### src/sv/ihh_pkg.sv
// ----------------------------------------------------------------------------
// ihh_pkg
// shared widths, codes and types of the height hold controller
// ----------------------------------------------------------------------------
package ihh_pkg;

   localparam int ECHO_W     = 14;
   localparam int BYTE_W     = 8;
   localparam int DIST_W     = 9;
   localparam int TARGET_W   = 9;
   localparam int GAIN_W     = 12;
   localparam int LOWER_W    = 8;
   localparam int LEVEL_W    = 15;
   localparam int DUTY_W     = 8;
   localparam int CMD_W      = 3;
   localparam int ERR_W      = 10;
   localparam int FRAC_W     = 8;
   localparam int ACC_W      = LEVEL_W + FRAC_W;
   localparam int CSR_IDX_W  = 3;
   localparam int CSR_DATA_W = 15;

   localparam logic [TARGET_W-1:0] TARGET_RESET = 9'd30;
   localparam logic [TARGET_W-1:0] TARGET_MAX   = 9'd511;
   localparam logic [DUTY_W-1:0]   DUTY_MAX     = 8'd255;

   localparam logic [BYTE_W-1:0]   FRAME_END  = 8'h3B;
   localparam logic [15:0]         CODE_UP    = 16'h7570;
   localparam logic [15:0]         CODE_DOWN  = 16'h776E;
   localparam logic [15:0]         CODE_LEFT  = 16'h6674;
   localparam logic [15:0]         CODE_RIGHT = 16'h6874;

   localparam logic [CMD_W-1:0] CMD_NONE  = 3'd0;
   localparam logic [CMD_W-1:0] CMD_UP    = 3'd1;
   localparam logic [CMD_W-1:0] CMD_DOWN  = 3'd2;
   localparam logic [CMD_W-1:0] CMD_LEFT  = 3'd3;
   localparam logic [CMD_W-1:0] CMD_RIGHT = 3'd4;
   localparam logic [CMD_W-1:0] CMD_BAD   = 3'd5;

   localparam logic [CSR_IDX_W-1:0] REG_GAIN_PROP   = 3'd0;
   localparam logic [CSR_IDX_W-1:0] REG_GAIN_INTEG  = 3'd1;
   localparam logic [CSR_IDX_W-1:0] REG_GAIN_DERIV  = 3'd2;
   localparam logic [CSR_IDX_W-1:0] REG_LOWER_LIMIT = 3'd3;
   localparam logic [CSR_IDX_W-1:0] REG_UPPER_LIMIT = 3'd4;

   typedef struct packed {
      logic [GAIN_W-1:0]  gain_prop;
      logic [GAIN_W-1:0]  gain_integ;
      logic [GAIN_W-1:0]  gain_deriv;
      logic [LOWER_W-1:0] lower_limit;
      logic [LEVEL_W-1:0] upper_limit;
   } cfg_type;

   typedef struct packed {
      logic              op;
      logic [BYTE_W-1:0] rx_byte;
      logic [DIST_W-1:0] dist_cm;
   } item_type;

   typedef struct packed {
      logic [LEVEL_W-1:0] level;
      logic [DIST_W-1:0]  dist_cm;
   } pid_out_type;

   typedef struct packed {
      logic [TARGET_W-1:0] target;
      logic [CMD_W-1:0]    cmd;
   } frm_out_type;

endpackage

### src/sv/ihh_dist.sv
// ----------------------------------------------------------------------------
// ihh_dist
// echo time to distance, truncating divide by a constant via reciprocal
// ----------------------------------------------------------------------------
module ihh_dist
   import ihh_pkg::*;
#(
   parameter int US_PER_CM = 57
) (
   input  logic [ECHO_W-1:0] echo_us,
   output logic [DIST_W-1:0] dist_cm
);

   // rounded-up reciprocal with ECHO_W + log2 bits of precision is exact for all echoes
   localparam int LOG_D   = $clog2(US_PER_CM);
   localparam int SHIFT   = ECHO_W + LOG_D;
   localparam int RECIP_W = ECHO_W + 2;
   localparam int PROD_W  = ECHO_W + RECIP_W;
   localparam logic [RECIP_W-1:0] RECIP =
      RECIP_W'(((64'd1 << SHIFT) + 64'(US_PER_CM) - 64'd1) / 64'(US_PER_CM));

   logic [PROD_W-1:0] prod;

   assign prod    = PROD_W'(echo_us) * PROD_W'(RECIP);
   assign dist_cm = prod[SHIFT +: DIST_W];

endmodule

### src/sv/ihh_framer.sv
// ----------------------------------------------------------------------------
// ihh_framer
// command frame assembly and setpoint up/down
// ----------------------------------------------------------------------------
module ihh_framer
   import ihh_pkg::*;
(
   input  logic              clock,
   input  logic              reset,
   input  logic              fire,
   input  logic [BYTE_W-1:0] rx_byte,
   output frm_out_type       frm_out
);

   logic [1:0]          count_ff, count_in;
   logic [BYTE_W-1:0]   first_ff, first_in;
   logic [BYTE_W-1:0]   second_ff, second_in;
   logic [TARGET_W-1:0] target_ff, target_in;
   logic [CMD_W-1:0]    cmd;
   logic [15:0]         code;

   assign code = {first_ff, second_ff};

   always_comb begin
      count_in  = count_ff;
      first_in  = first_ff;
      second_in = second_ff;
      target_in = target_ff;
      cmd       = CMD_NONE;
      if (fire) begin
         if (rx_byte != FRAME_END) begin
            unique case (count_ff)
               2'd0: begin
                  first_in = rx_byte;
                  count_in = 2'd1;
               end
               2'd1: begin
                  second_in = rx_byte;
                  count_in  = 2'd2;
               end
               default: count_in = 2'd3;
            endcase
         end else begin
            count_in = 2'd0;
            if (count_ff != 2'd2) begin
               cmd = CMD_BAD;
            end else begin
               priority if (code == CODE_UP) begin
                  cmd = CMD_UP;
                  if (target_ff != TARGET_MAX) target_in = target_ff + 1'b1;
               end else if (code == CODE_DOWN) begin
                  cmd = CMD_DOWN;
                  if (target_ff != '0) target_in = target_ff - 1'b1;
               end else if (code == CODE_LEFT) begin
                  cmd = CMD_LEFT;
               end else if (code == CODE_RIGHT) begin
                  cmd = CMD_RIGHT;
               end else begin
                  cmd = CMD_BAD;
               end
            end
         end
      end
   end

   always_ff @(posedge clock) begin
      if (reset) begin
         count_ff  <= 2'd0;
         first_ff  <= '0;
         second_ff <= '0;
         target_ff <= TARGET_RESET;
      end else begin
         count_ff  <= count_in;
         first_ff  <= first_in;
         second_ff <= second_in;
         target_ff <= target_in;
      end
   end

   assign frm_out.target = target_in;
   assign frm_out.cmd    = cmd;

endmodule

### src/sv/ihh_pid.sv
// ----------------------------------------------------------------------------
// ihh_pid
// velocity-form pid update of the q15.8 drive accumulator
// ----------------------------------------------------------------------------
module ihh_pid
   import ihh_pkg::*;
(
   input  logic                clock,
   input  logic                reset,
   input  logic                fire,
   input  logic [DIST_W-1:0]   dist_cm,
   input  logic [TARGET_W-1:0] target_cm,
   input  cfg_type             cfg,
   output pid_out_type         pid_out
);

   localparam int D1_W  = ERR_W + 1;
   localparam int D2_W  = ERR_W + 2;
   localparam int G_W   = GAIN_W + 1;
   localparam int SUM_W = ACC_W + 3;

   logic signed [ERR_W-1:0] err_last_ff, err_before_ff, e0;
   logic [ACC_W-1:0]        acc_ff, acc_in;
   logic [DIST_W-1:0]       dist_ff, dist_in;

   logic signed [D1_W-1:0]       d1;
   logic signed [D2_W-1:0]       d2;
   logic signed [G_W-1:0]        g_prop, g_integ, g_deriv;
   logic signed [G_W+D1_W-1:0]   p_prop;
   logic signed [G_W+ERR_W-1:0]  p_integ;
   logic signed [G_W+D2_W-1:0]   p_deriv;
   logic signed [SUM_W-1:0]      incr, acc_sum, lo, hi, raised, clamped;

   assign e0 = $signed({1'b0, target_cm}) - $signed({1'b0, dist_cm});
   assign d1 = D1_W'(e0) - D1_W'(err_last_ff);
   assign d2 = D2_W'(e0) - (D2_W'(err_last_ff) <<< 1) + D2_W'(err_before_ff);

   assign g_prop  = $signed({1'b0, cfg.gain_prop});
   assign g_integ = $signed({1'b0, cfg.gain_integ});
   assign g_deriv = $signed({1'b0, cfg.gain_deriv});

   // errors are integers and gains q4.8, so each product is already q.8
   assign p_prop  = g_prop * d1;
   assign p_integ = g_integ * e0;
   assign p_deriv = g_deriv * d2;

   assign incr    = SUM_W'(p_prop) + SUM_W'(p_integ) + SUM_W'(p_deriv);
   assign acc_sum = $signed({3'b000, acc_ff}) + incr;
   assign lo      = $signed({(SUM_W-LOWER_W-FRAC_W)'(0), cfg.lower_limit, FRAC_W'(0)});
   assign hi      = $signed({3'b000, cfg.upper_limit, FRAC_W'(0)});

   // floor first, then ceiling: upper limit wins when they cross
   assign raised  = (acc_sum < lo) ? lo : acc_sum;
   assign clamped = (raised > hi) ? hi : raised;

   assign acc_in  = fire ? clamped[ACC_W-1:0] : acc_ff;
   assign dist_in = fire ? dist_cm : dist_ff;

   always_ff @(posedge clock) begin
      if (reset) begin
         err_last_ff   <= '0;
         err_before_ff <= '0;
         acc_ff        <= '0;
         dist_ff       <= '0;
      end else begin
         acc_ff  <= acc_in;
         dist_ff <= dist_in;
         if (fire) begin
            err_before_ff <= err_last_ff;
            err_last_ff   <= e0;
         end
      end
   end

   assign pid_out.level   = acc_in[ACC_W-1:FRAC_W];
   assign pid_out.dist_cm = dist_in;

endmodule

### src/sv/incremental_pid_height_hold.sv
// ----------------------------------------------------------------------------
// incremental_pid_height_hold
// distance hold controller: echo samples drive a velocity-form pid, serial
// command frames nudge the setpoint
//
// Every beat on req_ gives exactly one beat on rsp_. The block takes one beat
// per clock while the result register is not stalled, and the result beat is
// offered from the result register: the echo time is turned into centimetres
// on the way into the input register, then the pid update (three gain
// multiplies, accumulate, clamp) and the command framer run combinationally
// into the result register. That combinational state update is what sets the
// rate, since each sample's accumulator and error history feed the next item.
// req_ready drops only while the input register is full and the result
// register is stalled. csr_ writes are always taken and should only be issued
// while no beat is in flight; indexes past upper_limit are ignored.
// ----------------------------------------------------------------------------
module incremental_pid_height_hold
   import ihh_pkg::*;
#(
   parameter int US_PER_CM = 57
) (
   input  logic                  clock,
   input  logic                  reset,
   input  logic                  req_valid,
   output logic                  req_ready,
   input  logic                  req_op,
   input  logic [BYTE_W-1:0]     req_rx_byte,
   input  logic [ECHO_W-1:0]     req_echo_us,
   output logic                  rsp_valid,
   input  logic                  rsp_ready,
   output logic [DUTY_W-1:0]     rsp_pwm_duty,
   output logic [LEVEL_W-1:0]    rsp_drive_level,
   output logic [TARGET_W-1:0]   rsp_setpoint_cm,
   output logic [DIST_W-1:0]     rsp_distance_cm,
   output logic [CMD_W-1:0]      rsp_command_seen,
   input  logic                  csr_valid,
   output logic                  csr_ready,
   input  logic [CSR_IDX_W-1:0]  csr_index,
   input  logic [CSR_DATA_W-1:0] csr_wdata
);

   // configuration registers
   cfg_type cfg_ff;

   // input stage
   item_type          item_ff, item_in;
   logic              in_vld_ff;
   logic [DIST_W-1:0] req_dist;

   // result stage
   logic               rsp_vld_ff;
   logic [DUTY_W-1:0]  duty_ff;
   logic [LEVEL_W-1:0] level_ff;
   logic [TARGET_W-1:0] setpoint_ff;
   logic [DIST_W-1:0]  dist_ff;
   logic [CMD_W-1:0]   cmd_ff;

   logic        out_free, fire, sample_fire, byte_fire;
   pid_out_type pid_out;
   frm_out_type frm_out;

   // config write port, never back-pressures
   assign csr_ready = 1'b1;

   always_ff @(posedge clock) begin
      if (reset) begin
         cfg_ff.gain_prop   <= 12'd256;
         cfg_ff.gain_integ  <= 12'd256;
         cfg_ff.gain_deriv  <= 12'd77;
         cfg_ff.lower_limit <= 8'd110;
         cfg_ff.upper_limit <= 15'd32767;
      end else if (csr_valid) begin
         unique case (csr_index)
            REG_GAIN_PROP:   cfg_ff.gain_prop   <= csr_wdata[GAIN_W-1:0];
            REG_GAIN_INTEG:  cfg_ff.gain_integ  <= csr_wdata[GAIN_W-1:0];
            REG_GAIN_DERIV:  cfg_ff.gain_deriv  <= csr_wdata[GAIN_W-1:0];
            REG_LOWER_LIMIT: cfg_ff.lower_limit <= csr_wdata[LOWER_W-1:0];
            REG_UPPER_LIMIT: cfg_ff.upper_limit <= csr_wdata[LEVEL_W-1:0];
            default: ;
         endcase
      end
   end

   // handshake: result register frees as it is taken, input register as it moves on
   assign out_free    = !rsp_vld_ff || rsp_ready;
   assign fire        = in_vld_ff && out_free;
   assign req_ready   = !in_vld_ff || out_free;
   assign sample_fire = fire && item_ff.op;
   assign byte_fire   = fire && !item_ff.op;

   // distance only depends on the echo, so it is worked out ahead of the state
   ihh_dist #(
      .US_PER_CM (US_PER_CM)
   ) u_dist (
      .echo_us (req_echo_us),
      .dist_cm (req_dist)
   );

   assign item_in.op      = req_op;
   assign item_in.rx_byte = req_rx_byte;
   assign item_in.dist_cm = req_dist;

   always_ff @(posedge clock) begin
      if (reset) begin
         in_vld_ff <= 1'b0;
      end else if (req_ready) begin
         in_vld_ff <= req_valid;
      end
   end

   always_ff @(posedge clock) begin
      if (req_valid && req_ready) begin
         item_ff <= item_in;
      end
   end

   ihh_framer u_framer (
      .clock   (clock),
      .reset   (reset),
      .fire    (byte_fire),
      .rx_byte (item_ff.rx_byte),
      .frm_out (frm_out)
   );

   ihh_pid u_pid (
      .clock     (clock),
      .reset     (reset),
      .fire      (sample_fire),
      .dist_cm   (item_ff.dist_cm),
      .target_cm (frm_out.target),
      .cfg       (cfg_ff),
      .pid_out   (pid_out)
   );

   // result register
   always_ff @(posedge clock) begin
      if (reset) begin
         rsp_vld_ff <= 1'b0;
      end else if (out_free) begin
         rsp_vld_ff <= in_vld_ff;
      end
   end

   always_ff @(posedge clock) begin
      if (fire) begin
         duty_ff     <= (pid_out.level > LEVEL_W'(DUTY_MAX)) ? DUTY_MAX
                                                             : pid_out.level[DUTY_W-1:0];
         level_ff    <= pid_out.level;
         setpoint_ff <= frm_out.target;
         dist_ff     <= pid_out.dist_cm;
         cmd_ff      <= frm_out.cmd;
      end
   end

   assign rsp_valid        = rsp_vld_ff;
   assign rsp_pwm_duty     = duty_ff;
   assign rsp_drive_level  = level_ff;
   assign rsp_setpoint_cm  = setpoint_ff;
   assign rsp_distance_cm  = dist_ff;
   assign rsp_command_seen = cmd_ff;

`ifndef NO_ASSERTIONS
   // a sample beat never reports a command
   a_sample_no_cmd: assert property (@(posedge clock) disable iff (reset)
      sample_fire |=> rsp_command_seen == CMD_NONE)
      else $error("command reported for a sample beat");

   // a sample beat leaves the setpoint alone
   a_sample_keeps_setpoint: assert property (@(posedge clock) disable iff (reset)
      sample_fire |=> rsp_setpoint_cm == $past(frm_out.target))
      else $error("setpoint moved on a sample beat");

   // the accumulator never passes the ceiling in force at the update
   a_level_ceiling: assert property (@(posedge clock) disable iff (reset)
      sample_fire |=> rsp_drive_level <= $past(cfg_ff.upper_limit))
      else $error("drive level above upper limit");

   // back-pressure only when both registers are full and the output is stalled
   a_ready_only_when_full: assert property (@(posedge clock) disable iff (reset)
      !req_ready |-> (in_vld_ff && rsp_vld_ff && !rsp_ready))
      else $error("input stalled with room in the pipeline");
`endif

endmodule
### config.mk
export PLATFORM = sky130hd
export DESIGN_NAME = incremental_pid_height_hold
export DESIGN_NICKNAME = d
export VERILOG_FILES = /design/src/sv/ihh_pkg.sv /design/src/sv/ihh_dist.sv /design/src/sv/ihh_framer.sv /design/src/sv/ihh_pid.sv /design/src/sv/incremental_pid_height_hold.sv
export SDC_FILE = /design/constraint.sdc
export NUM_CORES = 2
export LEC_CHECK = 0
export ABC_AREA = 1
export BUFFER_PORTS_ARGS = -buffer_cell sky130_fd_sc_hd__buf_2
export CORE_MARGIN = 2
export CORE_UTILIZATION = 65
export CTS_CLUSTER_DIAMETER = 50
export DETAILED_ROUTE_END_ITERATION = 10
export PLACE_DENSITY = 0.79
export SLEW_MARGIN = 20
export SYNTH_ARGS = -nofsm -noshare
export SYNTH_HDL_FRONTEND = slang
export SYNTH_SLANG_ARGS = --single-unit
### constraint.sdc
create_clock -name clock -period 19.7 [get_ports clock]
set_input_delay 0.985 -clock clock [delete_from_list [all_inputs] [get_ports clock]]
set_output_delay 0.985 -clock clock [all_outputs]
set_load 0.01 [all_outputs]
; ---- Yosys cells after proc, flatten, opt, wreduce, memory -nomap -nowiden
; Index checks and enable logic that the tools add are counted.
[totals]
out_inout_bits = 47
ff_bits = 202
word_cells = 93
[classes]
mul = 4
reduce_logical = 21
mux = 18
magnitude_cmp = 3
add_sub_neg = 9
n_eq_ne = 12
bitwise = 1
[op_table]
columns = op, count
row1 = $mux W9, 8
row2 = $eq A16 B15 Y1 const B, 4
row3 = $mux W23, 2
row4 = $mul A14 B15 Y29 const B, 1
row5 = $add A24 B26 Y26, 1
row6 = $add A25 B25 Y26, 1
row7 = $gt A26 B24 Y1, 1
row8 = $lt A26 B17 Y1, 1
row9 = $mux W26, 1
row10 = $add A24 B23 Y25, 1
row11 = $mul A13 B12 Y25, 1
row12 = $mul A13 B11 Y24, 1
row13 = $mul A13 B10 Y23, 1
row14 = $gt A15 B8 Y1 const B, 1
row15 = $add A12 B10 Y12, 1
row16 = $mux W3, 4
row17 = $sub A10 B11 Y12, 1
row18 = $sub A10 B10 Y11, 1
row19 = $reduce_and A2 Y1, 5
row20 = $sub A9 B9 Y10, 1
row21 = $add A9 B1 Y9 const B, 1
row22 = $ne A9 B9 Y1 const B, 1
row23 = $reduce_bool A9 Y1, 1
row24 = $sub A9 B1 Y9 const B, 1
row25 = other kinds (18), 26

; ---- Longest topological paths before layout
[logic_depth]
depth_word = 19
depth_mapped = 96
depth_no_buf = 93

; ---- By module
; A second synthesis with hierarchy kept.
[hier_totals]
hier_cells = 3765
area_unflattened_um2 = 29925.0
[by_module_without_submodules]
columns = mod, cells_per_inst, n_inst, area_per_inst_um2
row1 = ihh_pid, 2477, 1, 19269.7
row2 = incremental_pid_height_hold, 423, 1, 4376.7
row3 = ihh_dist, 548, 1, 4317.9
row4 = ihh_framer, 317, 1, 1960.6

; ---- Worst setup path after synthesis
; No wires, ideal clock.
[synth_timing]
kind = input -> register
from = input port rsp_ready
to = register duty_ff[0], in the netlist rsp_pwm_duty[0], data pin
path_slack_ns = 5.416
required_ns = 19.435
cell_stages = 83
setup_time_ns = 0.265
arrival_ns = 14.019
cell_sequence = inv_1 > nand2_1 > nand2_1 > nor2_1 > nand2_1 > nor2_1 > nand2_1 > o22ai_1 > xor2_1 > ha_1 > a21oi_1 > o31ai_1 > or2_2 > nand2_1 > inv_1 > clkbuf_1 > fa_1 > ha_1 > (+47 left out) > o21ai_0 > ha_1 > a21o_1 > o21ai_0 > nand3_1 > nand2_1 > nand2_1 > nand2_1 > nand2_1 > nand2_1 > nand2_2 > buf_6 > a21oi_2 > nor2_1 > nor2_2 > nand2_1 > nor2_4 > nand3_1
[synth_lines]
columns = item, line_no
row1 = start: declaration, incremental_pid_height_hold.sv:30  ; input logic rsp_ready,
row2 = end signal: assignment, incremental_pid_height_hold.sv:146  ; duty_ff <= (pid_out.level > LEVEL_W'(DUTY_MAX)) ? DUTY_MAX
row3 = end: declaration, incremental_pid_height_hold.sv:52  ; logic [DUTY_W-1:0] duty_ff;

; ---- Worst setup path in the final report
[layout_timing]
from = register u_framer.target_ff[1]
to = register duty_ff[2], in the netlist rsp_pwm_duty[2], data pin
[layout_between]
elab_chain_len = 19
[layout_rtl]
columns = item, line_no
row1 = start: declaration, ihh_framer.sv:18  ; logic [TARGET_W-1:0] target_ff, target_in;
row2 = start signal: assignment, ihh_framer.sv:76  ; target_ff <= target_in;
row3 = $sub A9 B1 Y9 or $reduce_bool A9 Y1 (tied branches), ihh_framer.sv:53  ; if (target_ff != '0) target_in = target_ff - 1'b1;
row4 = $mux W9, ihh_framer.sv:53
row5 = $mux W9, ihh_framer.sv:51  ; end else if (code == CODE_DOWN) begin
row6 = $mux W9, ihh_framer.sv:48  ; priority if (code == CODE_UP) begin
row7 = $mux W9, ihh_framer.sv:45  ; if (count_ff != 2'd2) begin
row8 = $mux W9, ihh_framer.sv:31  ; if (rx_byte != FRAME_END) begin
row9 = $mux W9 (*), ihh_framer.sv:30  ; if (fire) begin
row10 = $sub A9 B9 Y10 (*), ihh_pid.sv:34  ; assign e0 = $signed({1'b0, target_cm}) - $signed({1'b0, dist_cm});
row11 = net u_pid.e0[6], ihh_pid.sv:22  ; logic signed [ERR_W-1:0] err_last_ff, err_before_ff, e0;
row12 = (+3 left out), --
row13 = $add A25 B25 Y26 (*), ihh_pid.sv:47  ; assign incr = SUM_W'(p_prop) + SUM_W'(p_integ) + SUM_W'(p_deriv);
row14 = $add A24 B26 Y26 (*), ihh_pid.sv:48  ; assign acc_sum = $signed({3'b000, acc_ff}) + incr;
row15 = $lt A26 B17 Y1, ihh_pid.sv:53  ; assign raised = (acc_sum < lo) ? lo : acc_sum;
row16 = $mux W26 (*), ihh_pid.sv:53
row17 = $gt A26 B24 Y1, ihh_pid.sv:54  ; assign clamped = (raised > hi) ? hi : raised;
row18 = $mux W23 (*), ihh_pid.sv:54
row19 = $mux W23 (*), ihh_pid.sv:56  ; assign acc_in = fire ? clamped[ACC_W-1:0] : acc_ff;
row20 = $gt A15 B8 Y1, incremental_pid_height_hold.sv:146
; The timed path passes the listed nets; every way through them passes the cells marked *.
; A chain may end at the register's enable or synchronous reset.

==> flow_summary.toml <==
[sta]
period_needed_ns = 17.26
finalSetupViolCount = 0
rsz0062_at_grt = "false"
hold_viol = 0
fin_tns_setup_ns = 0
holdWs_ns = 0.459
max_slew_margin_pct = 26.8
fin_crit_sh_pct = 87.6
max_freq_mhz = 57.9
tightest_slew_ns = 1.09
finalMaxSlewViolations = 0
worst_clock_skew_ns = 0.0223

[floorplan]
rows = 76
start_util_pct = 65.6
die_h_microns = 212
fp.coreArea_sq_um = 43000
die_w_microns = 212
dieArea_sq_um = 45100
io_pins = 93

[synthesis]
synth_edf_count = 62
synth_fp_nets = 4205
synth_top_family_by_area = "adder cells"
synth-simple-area-share_pct = 14.5
yosysSeqAreaShare_pct = 16.5
synth.cell_area_sq_um = 28200
synth_top_area_share_pct = 33.0
ys_warn_count = 0
netlist-cell-type-count = 46
syn_inst = 3364
ys_seq_elements = 202
ys.flop_type = "dfxtp_1"
synthAdderAreaFrac_pct = 47.6
postSynth.asyncResetShare_pct = 0
synth_compound_area_share_pct = 6.79
synth_xor_area_share_pct = 1.45
yosys-top-cells-area = "fa_1 33%, ha_1 15%, inv_1 12%"
synth.largest_area_cell = "fa_1"
avgSynthCellArea_sq_um = 8.39
synthMuxAreaShare_pct = 0

[route]
wl_mm = 79.8
drt_iter0_drc = 1742
detail-route-antenna-nets = 0
drcViolationCount = 0
wl_per_cell_microns = 19.8
viasPerCell = 5.56
vias = 22400
dr.pass1.iters = 6

[global_route]
grt_pass1_wl_mm = 126
grt_pass1_vias = 23700
antenna_found_initial = 0
grt_util_all_layers_pct = 37.1
grt_overflow = 0
grt_max_degree = 77

[placed_design]
placed_area_sq_um = 29100
dp_hpwl_mm = 66.2
io_buffer_count = 91
gp_congestion = 0.986

[setup_path]
slowest_delay_ns = 0.53
end_kind = "flop"
crit_fanout = 23
arrival_ns = 17.56
cp_slowest_cell = "fa_1"
path_delay_family = "adder cells"
cpMostUsedCell = "nand2_1"
path_class = "flop to flop"
critPathLaunchType = "flop"
crit_buf_inv = 12
required_ns = 19.99

[finish]
drive_gt1_share_pct = 6.84
areaGrowthSynthToFinish_pct = 7.84
design_area_sq_um = 30400
diodes = 0
seq_area_sq_um = 4660
nNetsFinal = 4264
multiInputGateArea_sq_um = 19900
fill_cells = 3441

[clock_tree]
post_cts_buffers = 0
cts_resized = 0
ctsHoldBuffers = 0
cts_tree = "done"
root_buffer = "clkbuf_16"
cts_made_buffers = 38
htreeDepth = 2
clockBufferDepth = 3
clk_latency_ns = 0.57
cts.sinks = 202
clkTransAtPathRegs_ns = 0.05

[flow_run]
maxCapViolCount = 0

[outcome]
status = "completed"

[min_path]
hold_class = "flop to flop"
area by class of cell:
class,count,share of cell area [%]
Sequential cell,202,15.3
Multi-Input combinational cell,2187,65.4
Timing Repair Buffer,100,1.72
Inverter,894,11.0
Tap cell,585,2.41
Clock buffer,46,3.36
Clock inverter,23,0.790
sequential cells by signal (all words and copies together) (netlist names), 9 cells and up:
register	flops
cfg_ff	59
u_pid.acc_ff	23
item_ff	18
rsp_drive_level	15
u_pid.err_before_ff	10
u_pid.err_last_ff	10
rsp_distance_cm	9
rsp_setpoint_cm	9
u_framer.target_ff	9
u_pid.dist_ff	9
synth_stat cells, types with 5 or more instances:
cell and n:
a211oi_1 16, a21o_1 5, a21oi_1 163, a21oi_2 5
clkbuf_1 73, clkinv_1 13, dfxtp_1 140, edfxtp_1 62
fa_1 465, ha_1 330, inv_1 872, inv_2 9
nand2_1 518, nand3_1 67, nand4_1 20, nor2_1 309
nor2_2 10, nor3_1 17, nor4_1 7, o211ai_1 25
o21ai_0 110, o21bai_1 5, or2_2 40, xnor2_1 16
xor2_1 28
path summary, 6_finish.rpt:
kind | from | end | slack (ns) | depth (start not counted)
hold reg to reg | u_framer.second_ff[6] | u_framer.second_ff[6] | 0.46 | 2
setup reg to reg | u_framer.target_ff[1] | rsp_pwm_duty[2] | 2.44 | 85
hold / removal | u_framer.second_ff[6] | u_framer.second_ff[6] | 0.46 | 2
setup / recovery | u_framer.target_ff[1] | rsp_pwm_duty[2] | 2.44 | 85
worst reg2reg max path, delay by kind of cell (launching register included):
kind                       cells  cell delay [ns]
AOI/OAI and AO/OA             12             2.14
xor gates and xnor gates       2             0.45
adders and majority gates     17             7.06
buffers and inverters         12             1.51
DFF                            1             0.41
and+or+nand+nor               42             5.38
placed cells by master, fill, tap and decap left out, types with 4 or more instances in the layout:
master	instances
xnor2_1	15
o211ai_1	25
edfxtp_1	62
a21o_1	5
dfxtp_1	140
a21oi_1	163
inv_2	11
nor2_2	10
ha_1	330
o21bai_1	5
fa_1	465
nand2_1	518
buf_4	9
a31oi_1	4
nand3b_1	4
nor3_1	16
inv_6	7
xor2_1	28
nand3_1	67
a211oi_1	16
clkinv_2	6
nand4_1	20
or2_2	40
nor4_1	7
clkbuf_16	39
a21oi_2	5
buf_2	91
clkinv_1	12
o21ai_0	110
nor2_1	309
clkbuf_1	5
inv_1	871
per-stage QoR:
stage / cells / utilization (%) / setup slack (ns)
final: 4037 / 70.8 / 2.44
after global routing: 4037 / 70.8 / 1.22
after CTS: 4037 / 70.8 / 2.71
after detailed placement: 3968 / 67.8 / 2.38
after global placement: 3968 / 67.8 / 2.85
after floorplan: 3364 / - / 5.42
kinds of logic (layout without fill, tap and decap cells):
logic type | count (synthesis) | in the layout
AND/OR/NAND/NOR | 1001 | 1001
AO/OA/AOI/OAI | 345 | 345
other | 1 | 1
XOR/XNOR | 45 | 45
buffers and inverters | 975 | 1063
adder cells (fa/ha/maj) | 795 | 795
flip-flops | 202 | 202
metal layers:
layer	global-route usage [%]	up-vias	routed length, microns	share of wire (%)
met4	20.9	0	5350	6.7
met2	60.4	1013	37100	46
li1	-	10200	-	-
met5	0	-	0	0
met3	7.42	279	6660	8.3
met1	46.5	10900	30700	39
Power is not shown: default switching activity piles up to over one toggle a cycle in this logic, so the estimate is an artifact.
